===== src/rtl/bcdxt_pkg.sv =====
package bcdxt_pkg;

  localparam logic [1:0] FORMAT_BC1 = 2'd0;
  localparam logic [1:0] FORMAT_BC2 = 2'd1;
  localparam logic [1:0] FORMAT_BC3 = 2'd2;

  localparam logic [1:0] CIDX_C0    = 2'd0;
  localparam logic [1:0] CIDX_C1    = 2'd1;
  localparam logic [1:0] CIDX_MIX_A = 2'd2;
  localparam logic [1:0] CIDX_MIX_B = 2'd3;

  localparam logic [2:0] AIDX_A0   = 3'd0;
  localparam logic [2:0] AIDX_A1   = 3'd1;
  localparam logic [2:0] AIDX_ZERO = 3'd6;
  localparam logic [2:0] AIDX_FULL = 3'd7;

  typedef struct packed {
    logic [63:0] rgb_blk;
    logic [63:0] alpha_block;
    logic [1:0]  texel_col;
    logic [1:0]  texel_row;
  } texel_req_t;

  typedef struct packed {
    logic [7:0] red;
    logic [7:0] green;
    logic [7:0] blue;
  } rgb_t;

  typedef struct packed {
    logic [7:0] red;
    logic [7:0] green;
    logic [7:0] blue;
    logic [7:0] alpha;
  } rgba_t;

  // x/3 for x < 768: x*683 >> 11
  function automatic logic [7:0] div3(input logic [9:0] x);
    logic [19:0] p;
    p = {10'd0, x} * 20'd683;
    return p[18:11];
  endfunction

  // x/5 for x < 1280: x*3277 >> 14
  function automatic logic [7:0] div5(input logic [10:0] x);
    logic [21:0] p;
    p = {11'd0, x} * 22'd3277;
    return p[21:14];
  endfunction

  // x/7 for x < 1792: x*2341 >> 14
  function automatic logic [7:0] div7(input logic [10:0] x);
    logic [21:0] p;
    p = {11'd0, x} * 22'd2341;
    return p[21:14];
  endfunction

endpackage


===== src/rtl/bc_dxt_texel_decoder.sv =====
// Channel  | Signals                   | Handshake
// request  | req_i                     | start_i & !busy_o
// result   | res_o                     | res_valid_o, one cycle, no stall
// config   | cfg_wdata_i (block_format)| cfg_we_i
//
// One request per clock; an accepted request passes the request register and then
// the result register before res_valid_o rises with its result.
// Stage one registers the request, stage two the decoded RGBA; the decode
// logic between them sets the clock period.
// busy_o is always low. rst_ni clears the valid flags and block_format (DXT1).
// The receiver cannot stall; every result is shown for exactly one cycle.
module bc_dxt_texel_decoder (
  input  logic                  clk_i,
  input  logic                  rst_ni,
  input  logic                  start_i,
  output logic                  busy_o,
  input  bcdxt_pkg::texel_req_t req_i,
  input  logic                  cfg_we_i,
  input  logic [1:0]            cfg_wdata_i,
  output logic                  res_valid_o,
  output bcdxt_pkg::rgba_t      res_o
);

  logic [1:0]            fmt_q;
  logic                  req_vld_q, req_vld_d;
  bcdxt_pkg::texel_req_t req_q;
  logic                  res_vld_q;
  bcdxt_pkg::rgba_t      res_q, res_d;
  bcdxt_pkg::rgb_t       rgb;
  logic [7:0]            alpha;

  assign busy_o    = 1'b0;
  assign req_vld_d = start_i & ~busy_o;

  always_ff @(posedge clk_i or negedge rst_ni) begin
    if (!rst_ni) begin
      fmt_q     <= bcdxt_pkg::FORMAT_BC1;
      req_vld_q <= 1'b0;
      res_vld_q <= 1'b0;
    end else begin
      if (cfg_we_i) begin
        fmt_q <= cfg_wdata_i;
      end
      req_vld_q <= req_vld_d;
      res_vld_q <= req_vld_q;
    end
  end

  always_ff @(posedge clk_i) begin
    if (req_vld_d) begin
      req_q <= req_i;
    end
    if (req_vld_q) begin
      res_q <= res_d;
    end
  end

  bcdxt_color u_color (
    .req_i (req_q),
    .fmt_i (fmt_q),
    .rgb_o (rgb)
  );

  bcdxt_alpha u_alpha (
    .req_i   (req_q),
    .fmt_i   (fmt_q),
    .alpha_o (alpha)
  );

  assign res_d.red   = rgb.red;
  assign res_d.green = rgb.green;
  assign res_d.blue  = rgb.blue;
  assign res_d.alpha = alpha;

  assign res_valid_o = res_vld_q;
  assign res_o       = res_q;

endmodule


===== src/rtl/bcdxt_color.sv =====
module bcdxt_color (
  input  bcdxt_pkg::texel_req_t req_i,
  input  logic [1:0]            fmt_i,
  output bcdxt_pkg::rgb_t       rgb_o
);

  logic [15:0] e0, e1;
  logic [31:0] idx;
  logic [1:0]  code;
  logic        four_col;
  logic [7:0]  c0 [3];
  logic [7:0]  c1 [3];
  logic [7:0]  res [3];

  assign e0  = req_i.rgb_blk[15:0];
  assign e1  = req_i.rgb_blk[31:16];
  assign idx = req_i.rgb_blk[63:32];
  assign code = idx[{req_i.texel_row, req_i.texel_col, 1'b0} +: 2];
  assign four_col = (e0 > e1) || (fmt_i != bcdxt_pkg::FORMAT_BC1);

  // 565 widened by shift only
  assign c0[0] = {e0[15:11], 3'b000};
  assign c0[1] = {e0[10:5], 2'b00};
  assign c0[2] = {e0[4:0], 3'b000};
  assign c1[0] = {e1[15:11], 3'b000};
  assign c1[1] = {e1[10:5], 2'b00};
  assign c1[2] = {e1[4:0], 3'b000};

  for (genvar ch = 0; ch < 3; ch++) begin : g_chan
    logic [9:0] n_a, n_b;
    logic [8:0] half_sum;

    assign n_a = {1'b0, c0[ch], 1'b0} + {2'b00, c1[ch]} + 10'd1;
    assign n_b = {1'b0, c1[ch], 1'b0} + {2'b00, c0[ch]} + 10'd1;
    assign half_sum = {1'b0, c0[ch]} + {1'b0, c1[ch]};

    always_comb begin
      unique case (code)
        bcdxt_pkg::CIDX_C0: res[ch] = c0[ch];
        bcdxt_pkg::CIDX_C1: res[ch] = c1[ch];
        bcdxt_pkg::CIDX_MIX_A: res[ch] = four_col ? bcdxt_pkg::div3(n_a) : half_sum[8:1];
        bcdxt_pkg::CIDX_MIX_B: res[ch] = four_col ? bcdxt_pkg::div3(n_b) : 8'd0;
        default: res[ch] = c0[ch];
      endcase
    end
  end

  assign rgb_o.red   = res[0];
  assign rgb_o.green = res[1];
  assign rgb_o.blue  = res[2];

endmodule


===== src/rtl/bcdxt_alpha.sv =====
module bcdxt_alpha (
  input  bcdxt_pkg::texel_req_t req_i,
  input  logic [1:0]            fmt_i,
  output logic [7:0]            alpha_o
);

  logic [63:0] ab;
  logic [3:0]  pos;
  logic [5:0]  kpos;
  logic [47:0] codes;
  logic [3:0]  nib;
  logic [2:0]  k;
  logic [7:0]  a0, a1;
  logic [2:0]  w0_7, w1, w0_5;
  logic [10:0] n7, n5;
  logic [7:0]  a5;

  assign ab    = req_i.alpha_block;
  assign pos   = {req_i.texel_row, req_i.texel_col};
  assign kpos  = {1'b0, pos, 1'b0} + {2'b00, pos};
  assign codes = ab[63:16];
  assign k     = codes[kpos +: 3];
  assign nib   = ab[{req_i.texel_row, req_i.texel_col, 2'b00} +: 4];
  assign a0    = ab[7:0];
  assign a1    = ab[15:8];

  assign w0_7 = 3'd0 - k;          // 8 - k, k >= 2
  assign w1   = k - 3'd1;
  assign w0_5 = 3'd6 - k;

  assign n7 = {3'd0, a0} * {8'd0, w0_7} + {3'd0, a1} * {8'd0, w1} + 11'd3;
  assign n5 = {3'd0, a0} * {8'd0, w0_5} + {3'd0, a1} * {8'd0, w1} + 11'd2;

  always_comb begin
    if (k == bcdxt_pkg::AIDX_ZERO) begin
      a5 = 8'd0;
    end else if (k == bcdxt_pkg::AIDX_FULL) begin
      a5 = 8'hFF;
    end else begin
      a5 = bcdxt_pkg::div5(n5);
    end
  end

  always_comb begin
    priority if (fmt_i == bcdxt_pkg::FORMAT_BC1) begin
      alpha_o = 8'hFF;
    end else if (fmt_i == bcdxt_pkg::FORMAT_BC2) begin
      alpha_o = {nib, 4'b0000};
    end else if (k == bcdxt_pkg::AIDX_A0) begin
      alpha_o = a0;
    end else if (k == bcdxt_pkg::AIDX_A1) begin
      alpha_o = a1;
    end else if (a0 > a1) begin
      alpha_o = bcdxt_pkg::div7(n7);
    end else begin
      alpha_o = a5;
    end
  end

endmodule


===== config.mk =====
export PLATFORM = sky130hd
export DESIGN_NAME = bc_dxt_texel_decoder
export DESIGN_NICKNAME = d
export VERILOG_FILES = /design/src/rtl/bcdxt_pkg.sv /design/src/rtl/bc_dxt_texel_decoder.sv /design/src/rtl/bcdxt_color.sv /design/src/rtl/bcdxt_alpha.sv
export SDC_FILE = /design/constraint.sdc
export NUM_CORES = 1
export LEC_CHECK = 0
export BUFFER_PORTS_ARGS = -buffer_cell sky130_fd_sc_hd__buf_2
export CAP_MARGIN = 0
export CORE_UTILIZATION = 28
export CTS_BUF_LIST = sky130_fd_sc_hd__clkbuf_8
export DETAILED_ROUTE_END_ITERATION = 10
export PLACE_DENSITY_LB_ADDON = 0.25
export SLEW_MARGIN = 15
export SYNTH_ARGS = -nofsm -noshare
export SYNTH_HDL_FRONTEND = slang
export SYNTH_HIERARCHICAL = 1
export SYNTH_SLANG_ARGS = --single-unit

===== constraint.sdc =====
create_clock -name clk_i -period 13.9 [get_ports clk_i]
set_clock_uncertainty 0.15 [all_clocks]
set_input_delay 0.695 -clock clk_i [delete_from_list [all_inputs] [get_ports clk_i]]
set_output_delay 0.695 -clock clk_i [all_outputs]
set_load 0.005 [all_outputs]

==> impl_metrics.tcl, run 1 <==
set metrics [dict create \
    gp_congestion 0.879 \
    status "finished clean" \
    nFillCells 8669 \
    drc 0 \
    fp-row-count 107 \
    maxSlewHeadroom_pct 28.1 \
    worstSkewPairLatency_ns 0.60 \
    fin_crit_ns 12.82 \
    ant_nets 0 \
    final_nets 3261 \
    end_kind "flop" \
    synth_nets 3095 \
    setup-tns-final_ns 0 \
    muxShareOfSynthArea_pct 7.41 \
    max_stage_delay_ns 0.84 \
    regToRegSetupSlack_ns 1.08 \
    path_class "reg -> reg" \
    area.sequential_um2 5030 \
    area_growth_pct 11.0 \
    synth.distinct_cells 83 \
    ys_seq_area_share_pct 20.9 \
    worstPathRequired_ns 14.04 \
    place_area_um2 26200 \
    postSynthAreaPerCell_um2 10.7 \
    vias_per_cell 4.78 \
    min_from "req_i[100]" \
    yosys_warnings 6 \
    cts_num_sinks 168 \
    whs_endpoint "req_q[100]" \
    cts_tree "yes" \
    cts_buffers 17 \
    worstSetupStartpoint "req_q[0]" \
    ctsHtreeMaxLevel 4 \
    synth_compound_area_share_pct 10.1 \
    start_kind "flop" \
    die_h_um 295 \
    grtUsageTotal_pct 14.9 \
    fin_util_pct 31.4 \
    tightest_slew_ns 1.07 \
    dr.pass1.iters 5 \
    port_buffers 170 \
    critical_path_arrival_ns 12.96 \
    multi_input_area_um2 17500 \
    setup_viol 0 \
    cp_slowest_cell "fa_2" \
    layout_commonest_cell "ha_1" \
    wl_per_cell_um 17.6 \
    synth_edf_count 164 \
    r2r_cells 42 \
    drive_gt1_share_pct 13.0 \
    synth_xor_area_share_pct 5.50 \
    hp-class "in -> reg" \
    start_util_pct 28.3 \
    layout_common_cells "527 x ha_1, 357 x inv_1, 174 x fa_1" \
    grt_pass1_vias 18300 \
    rr_endpoint "res_o[5]" \
    synth_flop_cell "edfxtp_1" \
    drv_cap 0 \
    hold_ws_ns 0.118 \
    fin_crit_sh_pct 92.2 \
    grt_max_degree 68 \
    cts.path.max_buffers 2 \
    grt_pass1_wl_um 100000 \
    syn-cell-area_um2 24000 \
    die-width_um 295 \
    netlist_instances 2255 \
    dp_hpwl_um 52700 \
    antenna_found_initial 10 \
    path_max_fanout 11 \
    ys_ff_latch 168 \
    slew_viol_final 0 \
    holdPathStages 1 \
    synthSimpleGateAreaFrac_pct 7.54 \
    dieArea_um2 87000 \
    clkTransAtPathRegs_ns 0.14 \
    overflow 0 \
    ys_async_sr_fraction_pct 2.38 \
    fmax_mhz 78.0 \
    drt-total-wl_um 63100 \
    core_um2 85000 \
    vias 17100 \
    design_area_um2 26700 \
    synth_top_family_by_area "adder cells" \
    rsz0062_at_grt "no" \
    synth_adder_area_share_pct 42.0 \
    r2r-start "req_q[0]" \
    dr.first_iter.drc_count 874 \
    hold_viol 0 \
    root_buffer "clkbuf_8" \
    io_pins 172 \
]
-- Yosys cell counts (all sizes together), types with 4 or more instances --
cell type	number	area [µm²]
xor2	56	490
a21o	44	330
dfrtp	4	100
nor4	4	25.0
a31oi	19	119
or2	9	56.3
a21boi	4	30.0
o21ai	64	332
xnor2	94	831
fa	175	3500
o21bai	11	82.6
buf	26	159
clkbuf	13	48.8
nand3	29	150
ha	527	6590
o21a	15	113
a211o	6	52.6
a211oi	12	90.1
inv	357	1340
o211ai	13	111
nand2	97	369
and3	13	81.3
a22oi	6	50.1
nand4	11	68.8
nor2	98	368
and2	15	93.8
nor2b	19	119
nand2b	23	144
edfxtp	164	4920
nor3	29	145
a221oi	5	61.3
a21oi	131	663
nand4b	5	43.8
mux2i	17	170
mux4	68	1530
o31ai	6	58.8
o22ai	5	31.3
mux2	7	78.8
or3	10	62.6
-- through the flow --
step                      setup WS, ns  std cells
after floorplan                   1.63       2255
after global placement            1.14       3544
after detailed placement         0.873       3544
after CTS                        0.788       3578
after global routing            0.0160       3580
final                             1.08       3582
-- repair_timing --
| item | CTS | global route |
|---|---|---|
| hold buffers | 2 | 0 |
| endpoints found under the hold margin | 5 | 0 |
| buffers inserted | 0 | 0 |
| endpoints found under the setup margin | 0 | 4 |
| gates resized for setup | 0 | 3 |
-- cells by family (layout without fill, tap and decap cells) --
kind of cell    Yosys count  count (layout)
fa+ha+maj               702             702
buf+inv                 397             576
compound gates          373             373
simple gates            372             372
flops                   168             168
xor+xnor                150             150
mux                      92              92
other cells               1               5
-- final cells by class --
class                   instances  area share, %
inverters                     358           5.06
repair buffers                186           3.68
clock buffers                  17          0.877
diodes                          4         0.0375
well taps                    1144           5.37
flip-flops and latches        168           18.8
multi-input cells            1690           65.4
clock inverters                15          0.694
-- registers in the layout (all words and copies together) (netlist names) --
signal,count
req_q,132
res_valid_o,1
fmt_q,2
req_vld_q,1
res_o,32
-- per-layer routing --
metal / track usage (%) / wire (µm) / vias to the layer above / part of all wire, %
li1: - / - / 8311 / -
met1: 19.7 / 29600 / 8463 / 47
met2: 25.1 / 30200 / 301 / 48
met3: 2.40 / 2430 / 44 / 3.9
met4: 3.82 / 937 / 6 / 1.5
met5: 0 / 35 / - / 0.055
-- worst max-delay path, delay by kind of cell (launching register included) --
family / cells / cell delay, ns
flops: 1 / 0.60
fa+ha+maj: 13 / 5.83
xor+xnor: 3 / 0.86
simple gates: 6 / 1.21
mux: 1 / 0.55
compound gates: 14 / 2.61
buf+inv: 5 / 0.70
-- how the worst max path moves through the flow --
stage | to | slack (ns) | cells past startpoint
2_1_floorplan | res_o[5] | 1.63 | 46
3_3_place_gp | res_o[5] | 1.14 | 42
3_5_place_dp | res_o[7] | 0.87 | 43
4_1_cts | res_o[5] | 0.79 | 42
5_1_grt | res_o[5] | 0.02 | 43
6_report | res_o[5] | 1.08 | 42
Power of run 1 is left out: the tool's default activity adds up to more than one toggle a clock period on the data nets, which glitch-free logic cannot reach.
==> run 2, diff against run 1 <==
- CORE_MARGIN: unset -> 5
- CORE_UTILIZATION: 28 -> 50
- GPL_ROUTABILITY_DRIVEN: unset -> 0
==> run 2 against run 1 <==
Compared with the run above: setup slack worse by 0.22 ns; cell count down 15%; flip-flop and latch count unchanged; routed wire length down 9.9%; clock-buffer cell count unchanged; register-to-register slack worse by 0.22 ns; critical endpoint unchanged; highest routed layer unchanged.
==> impl_metrics.tcl, run 2 (synthesis results as in run 1) <==
set metrics [dict create \
    worstSkewPairLatency_ns 0.56 \
    drv_cap 0 \
    dp_hpwl_um 47700 \
    setup_viol 0 \
    root_buffer "clkbuf_8" \
    fmax_mhz 76.7 \
    port_buffers 170 \
    drt-total-wl_um 56900 \
    start_util_pct 50.4 \
    start_kind "flop" \
    worstPathRequired_ns 14.03 \
    io_pins 172 \
    vias 17300 \
    grt_pass1_vias 18300 \
    slew_viol_final 0 \
    core_um2 47600 \
    regMostFlops "req_q" \
    layout_commonest_cell "ha_1" \
    vias_per_cell 5.69 \
    ant_nets 0 \
    cts_tree "yes" \
    layout_common_cells "527 x ha_1, 356 x inv_1, 174 x fa_1" \
    grt_pass1_wl_um 94000 \
    ctsHtreeMaxLevel 4 \
    hold_viol 0 \
    grt_max_degree 71 \
    cp_slowest_cell "ha_1" \
    dr.first_iter.drc_count 1067 \
    dp_cells 3010 \
    stdcell_count 3042 \
    dp_slack_ns 0.497 \
    tightest_slew_ns 1.02 \
    setup_slack_ns 0.854 \
    rsz0062_at_grt "no" \
    fin_crit_sh_pct 93.9 \
    antenna_found_initial 2 \
    die_h_um 229 \
    clkTransAtPathRegs_ns 0.11 \
    drive_gt1_share_pct 12.7 \
    fp-row-count 80 \
    critical_path_arrival_ns 13.17 \
    cpMostUsedCell "fa_1" \
    overflow 0 \
    holdPathStages 1 \
    final_nets 3257 \
    status "finished clean" \
    largest_reg_flops 132 \
    cts.path.max_buffers 2 \
    grtUsageTotal_pct 22.1 \
    diodes 0 \
    setup-tns-final_ns 0 \
    dr.pass1.iters 7 \
    nFillCells 4157 \
    cts_buffers 17 \
    hp-class "in -> reg" \
    fin_crit_ns 13.05 \
    end_kind "flop" \
    wl_per_cell_um 18.7 \
    drc 0 \
    maxSlewHeadroom_pct 31.8 \
    dieArea_um2 52500 \
    path_max_fanout 24 \
    hold_ws_ns 0.156 \
    r2r_cells 41 \
    path_class "reg -> reg" \
    cts_num_sinks 168 \
    area_growth_pct 7.85 \
    max_stage_delay_ns 0.82 \
    die-width_um 229 \
]
==> run 2: worst paths after layout <==
path                            start          end  slack, ns
setup / recovery             req_q[3]     res_o[5]       0.85
hold / removal             req_i[100]   req_q[100]       0.16
setup reg to reg             req_q[3]     res_o[5]       0.85
hold reg to reg             req_q[76]    res_o[21]       0.66
max in group asynchronous      rst_ni    req_vld_q      13.14
min in group asynchronous      rst_ni  res_valid_o       0.33
==> run 2: repair_timing <==
action | 4_1_cts | 5_1_grt
buffers inserted | 0 | 2
resized for setup | 0 | 2
setup endpoints to repair | 0 | 6
endpoints found under the hold margin | 4 | 0
hold buffers | 1 | 0
==> run 2: critical path, delay by kind of cell, from the launching register on <==
kind / cells / cell delay [ns]
adder cells (fa/ha/maj): 13 / 6.31
flip-flops: 1 / 0.44
multiplexers: 2 / 0.76
buffers and inverters: 4 / 0.63
XOR/XNOR: 3 / 0.87
AO/OA/AOI/OAI: 12 / 2.14
AND/OR/NAND/NOR: 7 / 1.49
==> run 2: per-layer routing <==
metal  track usage, %  part of all wire [%]  wire, µm
met2             37.5                    48     27600
met1             29.0                    44     25200
met3             4.79                   5.4      3050
met5                0                 0.053        30
met4             5.45                   1.9      1090
==> run 2: stage by stage <==
step | utilization, % | cell area [µm²]
2_1_floorplan | - | 24000
3_3_place_gp | 53.5 | 25500
3_5_place_dp | 53.5 | 25500
4_1_cts | 54.3 | 25900
5_1_grt | 54.4 | 25900
6_report | 54.4 | 25900
==> run 2: layout make-up <==
cell class | instances | area (µm²) | share of cell area (%)
clock inverter | 12 | 118 | 0.454
clock buffer | 17 | 234 | 0.903
sequential | 168 | 5030 | 19.4
inverter | 358 | 1350 | 5.20
timing repair buffer | 182 | 962 | 3.71
multi-input combinational | 1690 | 17500 | 67.4
tap | 615 | 769 | 2.97
Power of run 2 is left out for the same reason.
==> run 3, diff against run 2 <==
- PLACE_DENSITY: unset -> 0.68
- PLACE_DENSITY_LB_ADDON: 0.25 -> unset
==> run 3 against run 2 <==
Compared with the run above: sequential share of layout area shrank 0.059 points; fmax grew 0.57%; first-iteration DRC count grew 1.4%; highest routed layer is now met4.
==> impl_metrics.tcl, run 3 (synthesis results as in run 1) <==
set metrics [dict create \
    status "finished clean" \
    critical_path_arrival_ns 13.16 \
    fp-row-count 80 \
    final_nets 3255 \
    port_buffers 170 \
    grt_pass1_wl_um 93100 \
    r2r_cells 44 \
    die-width_um 229 \
    path_delay_family "adder cells" \
    cts_tree "yes" \
    diodes 0 \
    ctsHtreeMaxLevel 4 \
    grtUsageTotal_pct 21.9 \
    area_growth_pct 8.18 \
    rsz0062_at_grt "no" \
    worstPathRequired_ns 14.08 \
    io_pins 172 \
    hold_viol 0 \
    setup_viol 0 \
    drv_cap 0 \
    tightest_slew_ns 1.18 \
    cts_num_sinks 168 \
    cp_slowest_cell "fa_2" \
    hp-class "in -> reg" \
    design_area_um2 26000 \
    dr.pass1.iters 5 \
    setup_slack_ns 0.927 \
    regMostFlops "req_q" \
    max_stage_delay_ns 0.61 \
    dieArea_um2 52500 \
    dp_hpwl_um 47200 \
    grt_pass1_vias 18300 \
    antenna_found_initial 0 \
    maxSlewHeadroom_pct 21.0 \
    wl_per_cell_um 18.6 \
    setup-tns-final_ns 0 \
    crit_cells 44 \
    fin_crit_ns 12.97 \
    drt-total-wl_um 56700 \
    place_area_um2 25500 \
    path_class "reg -> reg" \
    ant_nets 0 \
    largest_reg_flops 132 \
    holdPathStages 1 \
    cp_num_buf_inv 6 \
    dp_slack_ns 0.457 \
    vias_per_cell 5.70 \
    fin_crit_sh_pct 93.3 \
    start_util_pct 50.4 \
    end_kind "flop" \
    layout_common_cells "526 x ha_1, 356 x inv_1, 174 x fa_1" \
    overflow 0 \
    slew_viol_final 0 \
    start_kind "flop" \
    drc 0 \
    layout_commonest_cell "ha_1" \
    core_um2 47600 \
    cts_buffers 17 \
    path_max_fanout 15 \
    dr.first_iter.drc_count 1082 \
    vias 17300 \
    die_h_um 229 \
    worstSkewPairLatency_ns 0.58 \
    drive_gt1_share_pct 12.9 \
    cts.path.max_buffers 2 \
    clkTransAtPathRegs_ns 0.13 \
    fin_util_pct 54.5 \
    fmax_mhz 77.1 \
    grt_max_degree 69 \
    cpMostUsedCell "ha_1" \
    root_buffer "clkbuf_8" \
]
==> run 3: cell types whose count changed in the layout (fill, tap and decap cells not counted), sizes merged <==
cell / change
buf: -2
clkinv: +4
bufinv: -1
==> run 3: routing by layer <==
layer  GRT usage [%]  vias to the layer above  wire, µm
li1                -                     8294         -
met1            29.7                     8514     25700
met2            37.1                      466     27300
met3            3.47                       68      2720
met4            5.60                        0       986
met5               0                        -         0
==> run 3: layout make-up <==
cell class / count / area, µm²
well taps: 615 / 769
inverters: 358 / 1350
fillers: 4162 / 21700
multi-input cells: 1690 / 17500
flip-flops and latches: 168 / 5030
clock buffers: 17 / 234
clock inverters: 15 / 198
repair buffers: 180 / 947
==> run 3: timing repair <==
item | 4_1_cts | 5_1_grt
hold endpoints to repair | 4 | 0
resized for setup | 0 | 5
endpoints found under the setup margin | 0 | 7
hold buffers | 1 | 0
setup buffers | 0 | 1
==> run 3: path summary, 6_finish.rpt <==
path	to	start	slack (ns)
min	req_q[99]	req_i[99]	0.13
max reg2reg	res_o[7]	req_q[0]	0.93
min reg2reg	fmt_q[0]	fmt_q[0]	0.73
max	res_o[7]	req_q[0]	0.93
min in group asynchronous	req_vld_q	rst_ni	0.26
max in group asynchronous	res_valid_o	rst_ni	13.20
==> run 3: metrics by stage <==
stage / hold WS [ns] / std cells
3_3_place_gp: 0.350 / 3009
6_report: 0.130 / 3043
5_1_grt: 0.0806 / 3043
4_1_cts: 0.0742 / 3042
3_5_place_dp: 0.355 / 3009
2_1_floorplan: 0.249 / 2255
Power of run 3 is left out for the same reason.
